**src/cpws_pkg.sv**
```systemverilog
`timescale 1ns / 1ps
`default_nettype none
package cpws_pkg;

  // coordinate width kept in the address cache and sent on the bus
  localparam int unsigned COORD_BITS = 12;

  // depth of the queue between front and back
  localparam int unsigned FIFO_DEPTH = 4;

  // display command codes
  localparam logic [7:0] CMD_COLUMN = 8'h2A;
  localparam logic [7:0] CMD_ROW    = 8'h2B;
  localparam logic [7:0] CMD_WRITE  = 8'h2C;

  // register indexes on the configuration port
  localparam logic [2:0] REG_X_DATUM = 3'd0;
  localparam logic [2:0] REG_Y_DATUM = 3'd1;
  localparam logic [2:0] REG_VP_X    = 3'd2;
  localparam logic [2:0] REG_VP_Y    = 3'd3;
  localparam logic [2:0] REG_VP_W    = 3'd4;
  localparam logic [2:0] REG_VP_H    = 3'd5;
  localparam logic [2:0] REG_VP_OFF  = 3'd6;

  // request types
  localparam logic REQ_PIXEL      = 1'b0;
  localparam logic REQ_INVALIDATE = 1'b1;

  // configuration seen by the front
  typedef struct packed {
    logic signed [12:0] x_datum;
    logic signed [12:0] y_datum;
    logic [11:0]        vp_x;
    logic [11:0]        vp_y;
    logic [12:0]        vp_w;
    logic [12:0]        vp_h;
    logic               vp_off;
  } cfg_t;

  // one classified pixel waiting in the queue
  typedef struct packed {
    logic                  need_col;
    logic                  need_row;
    logic [COORD_BITS-1:0] cx;
    logic [COORD_BITS-1:0] cy;
    logic [15:0]           colour;
  } entry_t;

endpackage
`default_nettype wire

```
**src/cpws_regs.sv**
```systemverilog
`timescale 1ns / 1ps
`default_nettype none
module cpws_regs (
  input  wire logic          clk_i,
  input  wire logic          rst_ni,
  input  wire logic          psel,
  input  wire logic          penable,
  input  wire logic          pwrite,
  input  wire logic [4:0]    paddr,
  input  wire logic [31:0]   pwdata,
  output logic [31:0]        prdata,
  output logic               pready,
  output cpws_pkg::cfg_t     cfg_o
);

  cpws_pkg::cfg_t cfg_q;
  logic [2:0]     idx;
  logic           wr_en;

  assign idx    = paddr[4:2];
  assign wr_en  = psel && penable && pwrite;
  assign pready = 1'b1;
  assign cfg_o  = cfg_q;

  // register writes
  always_ff @(posedge clk_i or negedge rst_ni) begin
    if (!rst_ni) begin
      cfg_q.x_datum <= '0;
      cfg_q.y_datum <= '0;
      cfg_q.vp_x    <= '0;
      cfg_q.vp_y    <= '0;
      cfg_q.vp_w    <= 13'd4096;
      cfg_q.vp_h    <= 13'd4096;
      cfg_q.vp_off  <= 1'b0;
    end else if (wr_en) begin
      unique case (idx)
        cpws_pkg::REG_X_DATUM: cfg_q.x_datum <= $signed(pwdata[12:0]);
        cpws_pkg::REG_Y_DATUM: cfg_q.y_datum <= $signed(pwdata[12:0]);
        cpws_pkg::REG_VP_X:    cfg_q.vp_x    <= pwdata[11:0];
        cpws_pkg::REG_VP_Y:    cfg_q.vp_y    <= pwdata[11:0];
        cpws_pkg::REG_VP_W:    cfg_q.vp_w    <= pwdata[12:0];
        cpws_pkg::REG_VP_H:    cfg_q.vp_h    <= pwdata[12:0];
        cpws_pkg::REG_VP_OFF:  cfg_q.vp_off  <= pwdata[0];
        default: ;
      endcase
    end
  end

  // read mux
  always_comb begin
    unique case (idx)
      cpws_pkg::REG_X_DATUM: prdata = {19'd0, cfg_q.x_datum};
      cpws_pkg::REG_Y_DATUM: prdata = {19'd0, cfg_q.y_datum};
      cpws_pkg::REG_VP_X:    prdata = {20'd0, cfg_q.vp_x};
      cpws_pkg::REG_VP_Y:    prdata = {20'd0, cfg_q.vp_y};
      cpws_pkg::REG_VP_W:    prdata = {19'd0, cfg_q.vp_w};
      cpws_pkg::REG_VP_H:    prdata = {19'd0, cfg_q.vp_h};
      cpws_pkg::REG_VP_OFF:  prdata = {31'd0, cfg_q.vp_off};
      default:               prdata = '0;
    endcase
  end

endmodule
`default_nettype wire

```
**src/cpws_front.sv**
```systemverilog
`timescale 1ns / 1ps
`default_nettype none
module cpws_front (
  input  wire logic                clk_i,
  input  wire logic                rst_ni,
  input  wire cpws_pkg::cfg_t      cfg_i,
  input  wire logic                in_valid_i,
  output logic                     in_ready_o,
  input  wire logic                req_type_i,
  input  wire logic signed [15:0]  pixel_x_i,
  input  wire logic signed [15:0]  pixel_y_i,
  input  wire logic [15:0]         colour_i,
  input  wire logic                q_full_i,
  output logic                     push_o,
  output cpws_pkg::entry_t         entry_o
);

  logic signed [16:0]                x_sum;
  logic signed [16:0]                y_sum;
  logic                              in_box;
  logic                              keep;
  logic                              accept;
  logic [cpws_pkg::COORD_BITS-1:0]   cx;
  logic [cpws_pkg::COORD_BITS-1:0]   cy;
  logic                              need_col;
  logic                              need_row;

  logic [cpws_pkg::COORD_BITS-1:0]   col_q, col_d;
  logic [cpws_pkg::COORD_BITS-1:0]   row_q, row_d;
  logic                              col_known_q, col_known_d;
  logic                              row_known_q, row_known_d;

  assign in_ready_o = !q_full_i;
  assign accept     = in_valid_i && in_ready_o;

  // datum offset
  assign x_sum = $signed({pixel_x_i[15], pixel_x_i}) +
                 $signed({{4{cfg_i.x_datum[12]}}, cfg_i.x_datum});
  assign y_sum = $signed({pixel_y_i[15], pixel_y_i}) +
                 $signed({{4{cfg_i.y_datum[12]}}, cfg_i.y_datum});

  // viewport clip, half-open box
  assign in_box = (x_sum >= $signed({5'd0, cfg_i.vp_x})) &&
                  (y_sum >= $signed({5'd0, cfg_i.vp_y})) &&
                  (x_sum <  $signed({4'd0, cfg_i.vp_w})) &&
                  (y_sum <  $signed({4'd0, cfg_i.vp_h}));
  assign keep   = !cfg_i.vp_off && in_box;

  assign cx = x_sum[cpws_pkg::COORD_BITS-1:0];
  assign cy = y_sum[cpws_pkg::COORD_BITS-1:0];

  // address cache compare
  assign need_col = !col_known_q || (col_q != cx);
  assign need_row = !row_known_q || (row_q != cy);

  assign push_o          = accept && (req_type_i == cpws_pkg::REQ_PIXEL) && keep;
  assign entry_o.need_col = need_col;
  assign entry_o.need_row = need_row;
  assign entry_o.cx       = cx;
  assign entry_o.cy       = cy;
  assign entry_o.colour   = colour_i;

  // cache update
  always_comb begin
    col_d       = col_q;
    row_d       = row_q;
    col_known_d = col_known_q;
    row_known_d = row_known_q;
    if (accept && (req_type_i == cpws_pkg::REQ_INVALIDATE)) begin
      col_known_d = 1'b0;
      row_known_d = 1'b0;
    end else if (push_o) begin
      col_d       = cx;
      row_d       = cy;
      col_known_d = 1'b1;
      row_known_d = 1'b1;
    end
  end

  always_ff @(posedge clk_i or negedge rst_ni) begin
    if (!rst_ni) begin
      col_q       <= '0;
      row_q       <= '0;
      col_known_q <= 1'b0;
      row_known_q <= 1'b0;
    end else begin
      col_q       <= col_d;
      row_q       <= row_d;
      col_known_q <= col_known_d;
      row_known_q <= row_known_d;
    end
  end

endmodule
`default_nettype wire

```
**src/cpws_fifo.sv**
```systemverilog
`timescale 1ns / 1ps
`default_nettype none
module cpws_fifo (
  input  wire logic              clk_i,
  input  wire logic              rst_ni,
  input  wire logic              push_i,
  input  wire cpws_pkg::entry_t  wdata_i,
  output logic                   full_o,
  input  wire logic              pop_i,
  output cpws_pkg::entry_t       rdata_o,
  output logic                   empty_o
);

  localparam int unsigned PTR_W = $clog2(cpws_pkg::FIFO_DEPTH);
  localparam int unsigned CNT_W = $clog2(cpws_pkg::FIFO_DEPTH + 1);

  cpws_pkg::entry_t   mem_q [cpws_pkg::FIFO_DEPTH];
  logic [PTR_W-1:0]   wptr_q, wptr_d;
  logic [PTR_W-1:0]   rptr_q, rptr_d;
  logic [CNT_W-1:0]   cnt_q, cnt_d;

  assign full_o  = (cnt_q == CNT_W'(cpws_pkg::FIFO_DEPTH));
  assign empty_o = (cnt_q == '0);
  assign rdata_o = mem_q[rptr_q];

  // pointer and fill count
  always_comb begin
    wptr_d = wptr_q;
    rptr_d = rptr_q;
    cnt_d  = cnt_q;
    if (push_i) begin
      wptr_d = (wptr_q == PTR_W'(cpws_pkg::FIFO_DEPTH - 1)) ? '0 : wptr_q + 1'b1;
    end
    if (pop_i) begin
      rptr_d = (rptr_q == PTR_W'(cpws_pkg::FIFO_DEPTH - 1)) ? '0 : rptr_q + 1'b1;
    end
    if (push_i && !pop_i) begin
      cnt_d = cnt_q + 1'b1;
    end else if (pop_i && !push_i) begin
      cnt_d = cnt_q - 1'b1;
    end
  end

  always_ff @(posedge clk_i or negedge rst_ni) begin
    if (!rst_ni) begin
      wptr_q <= '0;
      rptr_q <= '0;
      cnt_q  <= '0;
    end else begin
      wptr_q <= wptr_d;
      rptr_q <= rptr_d;
      cnt_q  <= cnt_d;
    end
  end

  // entry storage
  always_ff @(posedge clk_i) begin
    if (push_i) begin
      mem_q[wptr_q] <= wdata_i;
    end
  end

  // front must hold off while full, back must not pop an empty queue
  a_no_push_full: assert property (@(posedge clk_i) disable iff (!rst_ni)
    push_i |-> !full_o) else $error("push into full queue");
  a_no_pop_empty: assert property (@(posedge clk_i) disable iff (!rst_ni)
    pop_i |-> !empty_o) else $error("pop from empty queue");
  a_cnt_range: assert property (@(posedge clk_i) disable iff (!rst_ni)
    cnt_q <= CNT_W'(cpws_pkg::FIFO_DEPTH)) else $error("queue count overflow");
  a_cnt_track: assert property (@(posedge clk_i) disable iff (!rst_ni)
    (push_i && !pop_i) |=> !empty_o) else $error("queue lost an entry");

endmodule
`default_nettype wire

```
**src/cpws_back.sv**
```systemverilog
`timescale 1ns / 1ps
`default_nettype none
module cpws_back (
  input  wire logic              clk_i,
  input  wire logic              rst_ni,
  input  wire cpws_pkg::entry_t  head_i,
  input  wire logic              empty_i,
  output logic                   pop_o,
  output logic                   out_valid_o,
  input  wire logic              out_ready_i,
  output logic                   is_data_o,
  output logic [2:0]             byte_count_o,
  output logic [31:0]            bus_word_o,
  output logic                   last_o
);

  // word steps of one pixel
  localparam logic [2:0] ST_COL_CMD  = 3'd0;
  localparam logic [2:0] ST_COL_DATA = 3'd1;
  localparam logic [2:0] ST_ROW_CMD  = 3'd2;
  localparam logic [2:0] ST_ROW_DATA = 3'd3;
  localparam logic [2:0] ST_WR_CMD   = 3'd4;
  localparam logic [2:0] ST_WR_DATA  = 3'd5;

  logic [2:0]  step_q, step_d;
  logic [2:0]  eff;
  logic        load;
  logic        valid_q, valid_d;
  logic        is_data_q, is_data_d;
  logic [2:0]  cnt_q, cnt_d;
  logic [31:0] word_q, word_d;
  logic        last_q, last_d;
  logic [15:0] cx16;
  logic [15:0] cy16;

  assign cx16 = 16'(head_i.cx);
  assign cy16 = 16'(head_i.cy);

  assign load = !empty_i && (!valid_q || out_ready_i);

  // skip address steps that hit the cache
  always_comb begin
    unique case (step_q)
      ST_COL_CMD:  eff = head_i.need_col ? ST_COL_CMD :
                         (head_i.need_row ? ST_ROW_CMD : ST_WR_CMD);
      ST_ROW_CMD:  eff = head_i.need_row ? ST_ROW_CMD : ST_WR_CMD;
      default:     eff = step_q;
    endcase
  end

  // bus word for the current step
  always_comb begin
    is_data_d = 1'b0;
    cnt_d     = 3'd1;
    word_d    = '0;
    last_d    = 1'b0;
    unique case (eff)
      ST_COL_CMD:  word_d = {24'd0, cpws_pkg::CMD_COLUMN};
      ST_COL_DATA: begin
        is_data_d = 1'b1;
        cnt_d     = 3'd4;
        word_d    = {cx16, cx16};
      end
      ST_ROW_CMD:  word_d = {24'd0, cpws_pkg::CMD_ROW};
      ST_ROW_DATA: begin
        is_data_d = 1'b1;
        cnt_d     = 3'd4;
        word_d    = {cy16, cy16};
      end
      ST_WR_CMD:   word_d = {24'd0, cpws_pkg::CMD_WRITE};
      default: begin
        is_data_d = 1'b1;
        cnt_d     = 3'd2;
        word_d    = {16'd0, head_i.colour};
        last_d    = 1'b1;
      end
    endcase
  end

  // step sequencing and output register valid
  always_comb begin
    step_d  = step_q;
    pop_o   = 1'b0;
    valid_d = valid_q;
    if (load) begin
      valid_d = 1'b1;
      if (eff == ST_WR_DATA) begin
        step_d = ST_COL_CMD;
        pop_o  = 1'b1;
      end else begin
        step_d = eff + 3'd1;
      end
    end else if (out_ready_i) begin
      valid_d = 1'b0;
    end
  end

  always_ff @(posedge clk_i or negedge rst_ni) begin
    if (!rst_ni) begin
      step_q  <= ST_COL_CMD;
      valid_q <= 1'b0;
    end else begin
      step_q  <= step_d;
      valid_q <= valid_d;
    end
  end

  // output payload register
  always_ff @(posedge clk_i) begin
    if (load) begin
      is_data_q <= is_data_d;
      cnt_q     <= cnt_d;
      word_q    <= word_d;
      last_q    <= last_d;
    end
  end

  assign out_valid_o  = valid_q;
  assign is_data_o    = is_data_q;
  assign byte_count_o = cnt_q;
  assign bus_word_o   = word_q;
  assign last_o       = last_q;

endmodule
`default_nettype wire

```
**src/clipped_pixel_write_sequencer_unit.sv**
```systemverilog
// an accepted pixel is written into the queue, then into the output register
// throughput: one bus word per cycle while out_ready_i is high and the queue is
//   not empty, so a pixel is 2 bus words when both addresses hit the cache,
//   4 or 6 when they miss; invalidates and clipped pixels produce no bus word
// reset: registers return to reset values, address cache empty, queue empty
`timescale 1ns / 1ps
`default_nettype none
module clipped_pixel_write_sequencer_unit (
  input  wire logic               clk_i,
  input  wire logic               rst_ni,
  input  wire logic               psel,
  input  wire logic               penable,
  input  wire logic               pwrite,
  input  wire logic [4:0]         paddr,
  input  wire logic [31:0]        pwdata,
  output logic [31:0]             prdata,
  output logic                    pready,
  input  wire logic               in_valid_i,
  output logic                    in_ready_o,
  input  wire logic               req_type_i,
  input  wire logic signed [15:0] pixel_x_i,
  input  wire logic signed [15:0] pixel_y_i,
  input  wire logic [15:0]        colour_i,
  output logic                    out_valid_o,
  input  wire logic               out_ready_i,
  output logic                    is_data_o,
  output logic [2:0]              byte_count_o,
  output logic [31:0]             bus_word_o,
  output logic                    last_o
);

  cpws_pkg::cfg_t   cfg;
  cpws_pkg::entry_t push_entry;
  cpws_pkg::entry_t head_entry;
  logic             push;
  logic             pop;
  logic             q_full;
  logic             q_empty;

  // configuration registers
  cpws_regs u_regs (
    .clk_i   (clk_i),
    .rst_ni  (rst_ni),
    .psel    (psel),
    .penable (penable),
    .pwrite  (pwrite),
    .paddr   (paddr),
    .pwdata  (pwdata),
    .prdata  (prdata),
    .pready  (pready),
    .cfg_o   (cfg)
  );

  // offset, clip and cache classification
  cpws_front u_front (
    .clk_i      (clk_i),
    .rst_ni     (rst_ni),
    .cfg_i      (cfg),
    .in_valid_i (in_valid_i),
    .in_ready_o (in_ready_o),
    .req_type_i (req_type_i),
    .pixel_x_i  (pixel_x_i),
    .pixel_y_i  (pixel_y_i),
    .colour_i   (colour_i),
    .q_full_i   (q_full),
    .push_o     (push),
    .entry_o    (push_entry)
  );

  // queue between front and back
  cpws_fifo u_fifo (
    .clk_i   (clk_i),
    .rst_ni  (rst_ni),
    .push_i  (push),
    .wdata_i (push_entry),
    .full_o  (q_full),
    .pop_i   (pop),
    .rdata_o (head_entry),
    .empty_o (q_empty)
  );

  // bus word sequencer
  cpws_back u_back (
    .clk_i        (clk_i),
    .rst_ni       (rst_ni),
    .head_i       (head_entry),
    .empty_i      (q_empty),
    .pop_o        (pop),
    .out_valid_o  (out_valid_o),
    .out_ready_i  (out_ready_i),
    .is_data_o    (is_data_o),
    .byte_count_o (byte_count_o),
    .bus_word_o   (bus_word_o),
    .last_o       (last_o)
  );

endmodule
`default_nettype wire
```
**config.mk**
```make
export PLATFORM = sky130hd
export DESIGN_NAME = clipped_pixel_write_sequencer_unit
export DESIGN_NICKNAME = d
export VERILOG_FILES = /design/src/cpws_pkg.sv /design/src/cpws_regs.sv /design/src/cpws_front.sv /design/src/cpws_fifo.sv /design/src/cpws_back.sv /design/src/clipped_pixel_write_sequencer_unit.sv
export SDC_FILE = /design/constraint.sdc
export NUM_CORES = 1
export LEC_CHECK = 0
export ABC_CLOCK_PERIOD_IN_PS = 6000
export BUFFER_PORTS_ARGS = -buffer_cell sky130_fd_sc_hd__buf_2
export CAP_MARGIN = 15
export CORE_MARGIN = 2
export CORE_UTILIZATION = 45
export CTS_BUF_LIST = sky130_fd_sc_hd__clkbuf_4 sky130_fd_sc_hd__clkbuf_8
export DETAILED_ROUTE_END_ITERATION = 8
export GPL_ROUTABILITY_DRIVEN = 1
export GPL_TIMING_DRIVEN = 0
export PLACE_DENSITY = 0.67
export SYNTH_ARGS = -nofsm -noshare
export SYNTH_HDL_FRONTEND = slang
export SYNTH_HIERARCHICAL = 1
export SYNTH_SLANG_ARGS = --single-unit
```
**constraint.sdc**
```tcl
create_clock -name clk_i -period 6 [get_ports clk_i]
set_input_delay 0.3 -clock clk_i [delete_from_list [all_inputs] [get_ports clk_i]]
set_output_delay 0.3 -clock clk_i [all_outputs]
set_load 0.02 [all_outputs]
```
==> results of run 1 <==
==> worst max-delay path, cell delays in order, from the launching register on <==
cell	delay, ns
dfrtp_1	0.39
ha_1	0.22
fa_1	0.44
a211oi_1	0.30
o21ai_0	0.26
a21oi_1	0.33
o21ai_0	0.20
xor2_2	0.58
ha_1	0.24
nand4_1	0.17
a31oi_1	0.30
nor2_1	0.07
o21ai_0	0.42
nor2_1	0.19
nor4_4	0.26
buf_4	0.19
ha_1	0.18
inv_1	0.07
fa_1	0.43
xor2_1	0.15
nor2_1	0.11
xor2_1	0.17
==> metal layers <==
| layer | wire [µm] | vias up | GRT usage, % |
|---|---|---|---|
| li1 | - | 4928 | - |
| met1 | 16800 | 5232 | 27.2 |
| met2 | 19400 | 344 | 35.2 |
| met3 | 2190 | 65 | 3.52 |
| met4 | 877 | 0 | 6.30 |
| met5 | 0 | - | 0 |
==> power breakdown <==
part | internal, mW | leakage (nW) | switching, mW | total (mW)
Combinational | 0.709 | 3.98 | 1.13 | 1.84
Sequential | 2.53 | 3.28 | 0.128 | 2.66
Clock | 1.09 | 0.573 | 0.846 | 1.94
==> final cells by class <==
type / count / area, µm² / area share (%)
plain buffers: 89 / 642 / 3.37
clock buffers: 72 / 891 / 4.68
clock inverters: 20 / 188 / 0.986
inverters: 68 / 255 / 1.34
multi-input cells: 752 / 6720 / 35.3
flip-flops and latches: 314 / 8870 / 46.6
well taps: 461 / 577 / 3.03
repair buffers: 133 / 897 / 4.71
==> repair_timing <==
action | CTS | global route
pin swaps | 0 | 1
endpoints found under the setup margin | 170 | 159
hold buffers | 22 | 0
setup buffers | 0 | 2
gates resized for setup | 3 | 3
hold endpoints to repair | 134 | 0
==> state kept, by name, indices dropped and copies added (netlist names) <==
name	cells
u_back/is_data_o	1
u_back/out_valid_o	1
u_back/last_o	1
u_fifo/rptr_q	2
u_back/byte_count_o	3
u_fifo/cnt_q	3
u_fifo/mem_q	168
u_front/col_known_q	1
u_back/bus_word_o	28
u_back/step_q	3
u_fifo/wptr_q	2
u_front/row_q	12
u_front/col_q	12
u_regs/cfg_o	77
==> Yosys cell counts, types with 5 or more instances <==
cell type	number
edfxtp_1	201
dfrtp_1	111
ha_1	87
inv_1	68
mux2_1	64
nor2_1	61
buf_4	49
mux2_2	49
a21oi_1	44
mux4_2	39
o21ai_0	39
nand2_1	27
mux2i_1	26
xnor2_1	26
buf_2	23
xor2_1	21
nand4_1	16
a211oi_1	15
nand3_1	15
nor2b_1	15
a21o_1	13
nand2b_1	13
a31oi_1	11
a22oi_1	10
nor3_1	10
clkbuf_1	9
nor4_1	9
a221oi_1	7
and3_1	7
o211ai_1	7
o221ai_1	7
and2_1	6
or3_1	6
o21a_1	5
o21bai_1	5
==> placed cells by master, fill, tap and decap left out, drive strengths merged, types with 27 or more instances in the layout <==
cell type	Yosys	final
a21oi	44	44
inv	68	70
dfrtp	111	111
clkbuf	9	81
mux2	113	113
nor2	62	62
o21ai	42	42
edfxtp	201	201
mux4	43	43
buf	80	191
nand2	27	27
ha	87	87
==> per-stage QoR <==
stage | TNS, ns | instance area (µm²) | hold slack (ns) | setup WS [ns]
4_1_cts | 0 | 19000 | 0.00867 | 0.0148
2_1_floorplan | 0 | 16400 | 0.00441 | 0.594
6_report | 0 | 19000 | 0.0454 | 0.264
3_5_place_dp | -61.90 | 17700 | 0.299 | -0.517
5_1_grt | -0.0683 | 19000 | 0.0305 | -0.0683
3_3_place_gp | -244.15 | 17500 | 0.473 | -1.47
==> how the worst max path moves through the flow <==
stage               cells after the start                            end  slack [ns]
finish                                 21    u_fifo/cnt_q[2]$_DFFE_PN0P_        0.26
global route                           21    u_fifo/cnt_q[2]$_DFFE_PN0P_       -0.07
CTS                                    17  u_fifo/mem_q[3][14]$_DFFE_PP_        0.01
detailed placement                     17  u_fifo/mem_q[3][14]$_DFFE_PP_       -0.52
global placement                       16  u_fifo/mem_q[3][14]$_DFFE_PP_       -1.47
floorplan                              16   u_fifo/mem_q[1][0]$_DFFE_PP_        0.59
==> cell families (layout without fill, tap and decap cells) <==
group	count (synthesis)	after routing
AO/OA/AOI/OAI	194	194
flip-flops	314	314
XOR/XNOR	47	47
other	3	24
AND/OR/NAND/NOR	215	215
adder cells (fa/ha/maj)	90	90
buffers and inverters	157	382
multiplexers	182	182
==> flow_summary.ini, run 1 <==
[outcome]
status = finished clean

[yosys]
synth_mux_area_share_pct = 15.4
synthCells = 1202
seq_area_frac_synth_pct = 54.2
synth_top_area_cell = edfxtp_1
synth-compound-area-share_pct = 7.95
avgSynthCellArea_um2 = 13.6
synth-adder-area-share_pct = 7.02
synth_simple_gate_area_share_pct = 7.34
synth-main-ff-cell = edfxtp_1
synth_top_family_by_area = multiplexers
synth_edf_count = 201
ys_top_cells_by_area = edfxtp_1 37%, dfrtp_1 17%, ha_1 6.7%, mux4_2 5.4%, mux2_1 4.4%
yosys_register_bits = 314
ys_warn_count = 6
synth_cell_types = 75
synthXorXnorAreaFrac_pct = 2.52
synth_top_cell_area_share_pct = 36.9
netlist_area_um2 = 16400
async_flop_share_pct = 36.0

[setup_path]
startpoint = u_regs/cfg_o[64]$_DFFE_PN0P_
reg2reg_slack_ns = 0.26
start_kind = flop
cp_data_required_time_ns = 6.50
r2r-end = u_fifo/cnt_q[2]$_DFFE_PN0P_
cp_max_fo = 8
reg2reg_depth = 21
critPathCaptureType = flop
worstSetupPathType = reg2reg
r2r_start = u_regs/cfg_o[64]$_DFFE_PN0P_
cp.arrival_ns = 6.24

[global_route]
grtUsageTotal_pct = 20.7
antenna_found_initial = 0
grt_max_degree = 61
first_global_vias = 10778
grt_pass1_wl_mm = 60.4
gr-total-overflow = 0

[clocking]
cts_root_buf = clkbuf_8
clock_sinks = 314
numCtsBuffers = 49
clk_pin_slew_worst_paths_ns = 0.06
cts_buffer_depth = 3
htree_levels = 2
clkLatencyLatePin_ns = 0.59
cts_tree = done

[layout]
nets = 1590
syn2layout_area_growth_pct = 16.4
fill_cells = 2981
drive_above_1_share_pct = 26.9
num_antenna_cells = 0
final_core_util_pct = 53.4
final_cells = 1909

[placed_design]
hpwl_mm = 28.8
port_buffers = 101
place_congestion = 0.902
dp.cells = 1791

[drt]
ant_nets = 0
vias = 10569
drt_iter0_markers = 480
wl_per_cell_um = 20.5
drt-total-wl_mm = 39.2
drc = 0
dr.pass1.iters = 7
routed_via_density = 5.54

[floorplan]
start_util_pct = 45.9
ios = 165
die-area_um2 = 37900
die_w_um = 195
fp.dieH_um = 195
core_um2 = 35700
num_rows = 69

[sta]
skew_ns = 0.0208
worstMarginPinSlew_ns = 1.15
max_slew_margin_pct = 23.0
hold_violations = 0
setup_viol = 0
period_share_pct = 95.6
drv_slew = 0
max_freq_mhz = 174
period_needed_ns = 5.74

[worst_hold_path]
hold_path_end = u_front/col_known_q$_DFFE_PN0P_
hold_path_class = in2reg
whs_path_depth = 3
hp-start = req_type_i

[job]
maxCapViolCount = 0

[pwr]
fin_total_pwr_mw = 6.44
p_leak_nw = 7.82
ir_drop_mv = 0.206
powerDensity_nw_per_um2 = 338
(Power assumes the default switching activity.)
==> inputs of run 2 (changes only) <==
CORE_MARGIN = 3   (was 2)
CORE_UTILIZATION = 55   (was 45)
PLACE_DENSITY = 0.75   (was 0.67)
==> run 2 against run 1 <==
Compared with the run above: combinational power about the same; final area is 0.66% lower; register-to-register slack gained 0.09 ns.
==> flow_summary.ini, run 2 (synthesized netlist as in run 1, its figures left out) <==
[layout]
final_cells = 1829
num_antenna_cells = 0
final_common_cell = edfxtp_1
final_core_util_pct = 65.2
fill_cells = 2175
nets = 1587
top_register = u_fifo/mem_q
design_area_um2 = 18900
drive_above_1_share_pct = 26.9
largest_reg_flops = 168
mostFrequentLayoutCells = 201 x edfxtp_1, 123 x buf_2, 111 x dfrtp_1
syn2layout_area_growth_pct = 15.7

[sta]
skew_ns = 0.0382
setup_viol = 0
worstMarginPinSlew_ns = 1.24
drv_slew = 0
max_slew_margin_pct = 16.7
rsz0062_at_grt = false
period_share_pct = 94.0
whs_ns = 0.0363
period_needed_ns = 5.64
hold_violations = 0
setup_ws_ns = 0.359
max_freq_mhz = 177
setup_tns_ns = 0

[floorplan]
ios = 165
die_w_um = 178
die-area_um2 = 31800
core_um2 = 29000
start_util_pct = 56.4
num_rows = 62
fp.dieH_um = 178

[clocking]
cts_buffer_depth = 3
cts_tree = done
cts_root_buf = clkbuf_8
clkLatencyLatePin_ns = 0.59
htree_levels = 2
numCtsBuffers = 50
clock_sinks = 314
clk_pin_slew_worst_paths_ns = 0.06

[placed_design]
dpl_cell_area_um2 = 17600
place_congestion = 0.901
port_buffers = 101
dp.cells = 1714
place_ws_ns = -0.470
hpwl_mm = 27.9

[job]
maxCapViolCount = 0

[setup_path]
cp.arrival_ns = 6.15
worstSetupPathType = reg2reg
cp_max_fo = 9
start_kind = flop
cp_data_required_time_ns = 6.51
critPathCaptureType = flop

[pwr]
powerDensity_nw_per_um2 = 341
ir_drop_mv = 0.277
p_leak_nw = 7.81
fin_total_pwr_mw = 6.46

[drt]
dr.pass1.iters = 5
routed_via_density = 5.77
wl_per_cell_um = 20.9
vias = 10546
drc = 0
ant_nets = 0
drt_iter0_markers = 815
drt-total-wl_mm = 38.1

[global_route]
antenna_found_initial = 0
first_global_vias = 10740
grtUsageTotal_pct = 24.2
grt_pass1_wl_mm = 59.0
grt_max_degree = 61
gr-total-overflow = 0

[outcome]
status = finished clean

[worst_hold_path]
hold_path_class = in2reg
-- run 2: cell types whose count changed in the layout (fill, tap and decap cells not counted), sizes merged --
cell / previous run / this run
inv: 70 / 68
clkinvlp: 1 / 0
dlygate4sd3: 22 / 18
clkinv: 14 / 17
bufinv: 3 / 4
-- run 2: cell type report --
type	instances	area (µm²)	area share [%]
Inverter	68	255	1.35
Tap cell	384	480	2.54
Sequential cell	314	8870	46.9
Clock inverter	21	218	1.15
Multi-Input combinational cell	752	6720	35.5
Clock buffer	72	878	4.64
Timing Repair Buffer	129	850	4.49
Buffer	89	642	3.39
-- run 2: what timing repair did --
action	4_1_cts	5_1_grt
gates resized for setup	3	3
hold buffers	18	0
buffers inserted	0	4
hold endpoints to repair	119	0
setup endpoints to repair	170	107
-- run 2: critical path, cell delays in order, from the launching register on --
cell,delay (ns)
dfrtp_1,0.39
ha_1,0.21
fa_1,0.43
a211oi_1,0.33
o21ai_0,0.26
a21oi_1,0.32
xnor2_1,0.38
ha_1,0.45
nand4_1,0.21
a31oi_1,0.36
nor2_1,0.07
o21ai_0,0.43
nor2_1,0.16
nor4_4,0.43
ha_1,0.26
inv_1,0.07
fa_1,0.43
xor2_1,0.15
nor2_1,0.11
xor2_1,0.14
-- run 2: path summary, 6_finish.rpt --
kind	from	endpoint	slack (ns)	cells after the start
worst max register to register	u_regs/cfg_o[64]$_DFFE_PN0P_	u_fifo/cnt_q[2]$_DFFE_PN0P_	0.36	19
worst max-delay path	u_regs/cfg_o[64]$_DFFE_PN0P_	u_fifo/cnt_q[2]$_DFFE_PN0P_	0.36	19
worst min register to register	u_fifo/cnt_q[2]$_DFFE_PN0P_	u_fifo/cnt_q[2]$_DFFE_PN0P_	0.50	1
max in group asynchronous	rst_ni	u_regs/cfg_o[13]$_DFFE_PN1P_	5.00	3
worst min-delay path	req_type_i	u_front/col_known_q$_DFFE_PN0P_	0.04	3
min in group asynchronous	rst_ni	u_regs/cfg_o[30]$_DFFE_PN0P_	0.27	2
-- run 2: power by group --
group	switching (mW)	internal, mW
logic	1.12	0.717
clock network	0.838	1.12
registers	0.124	2.53
total	2.08	4.37
-- run 2: routing by layer --
metal	GRT usage [%]	wire length, µm	vias up
met5	0	0	-
met4	7.82	1040	0
met3	3.72	2160	78
met2	42.3	19400	364
met1	31.1	15600	5182
li1	-	-	4922
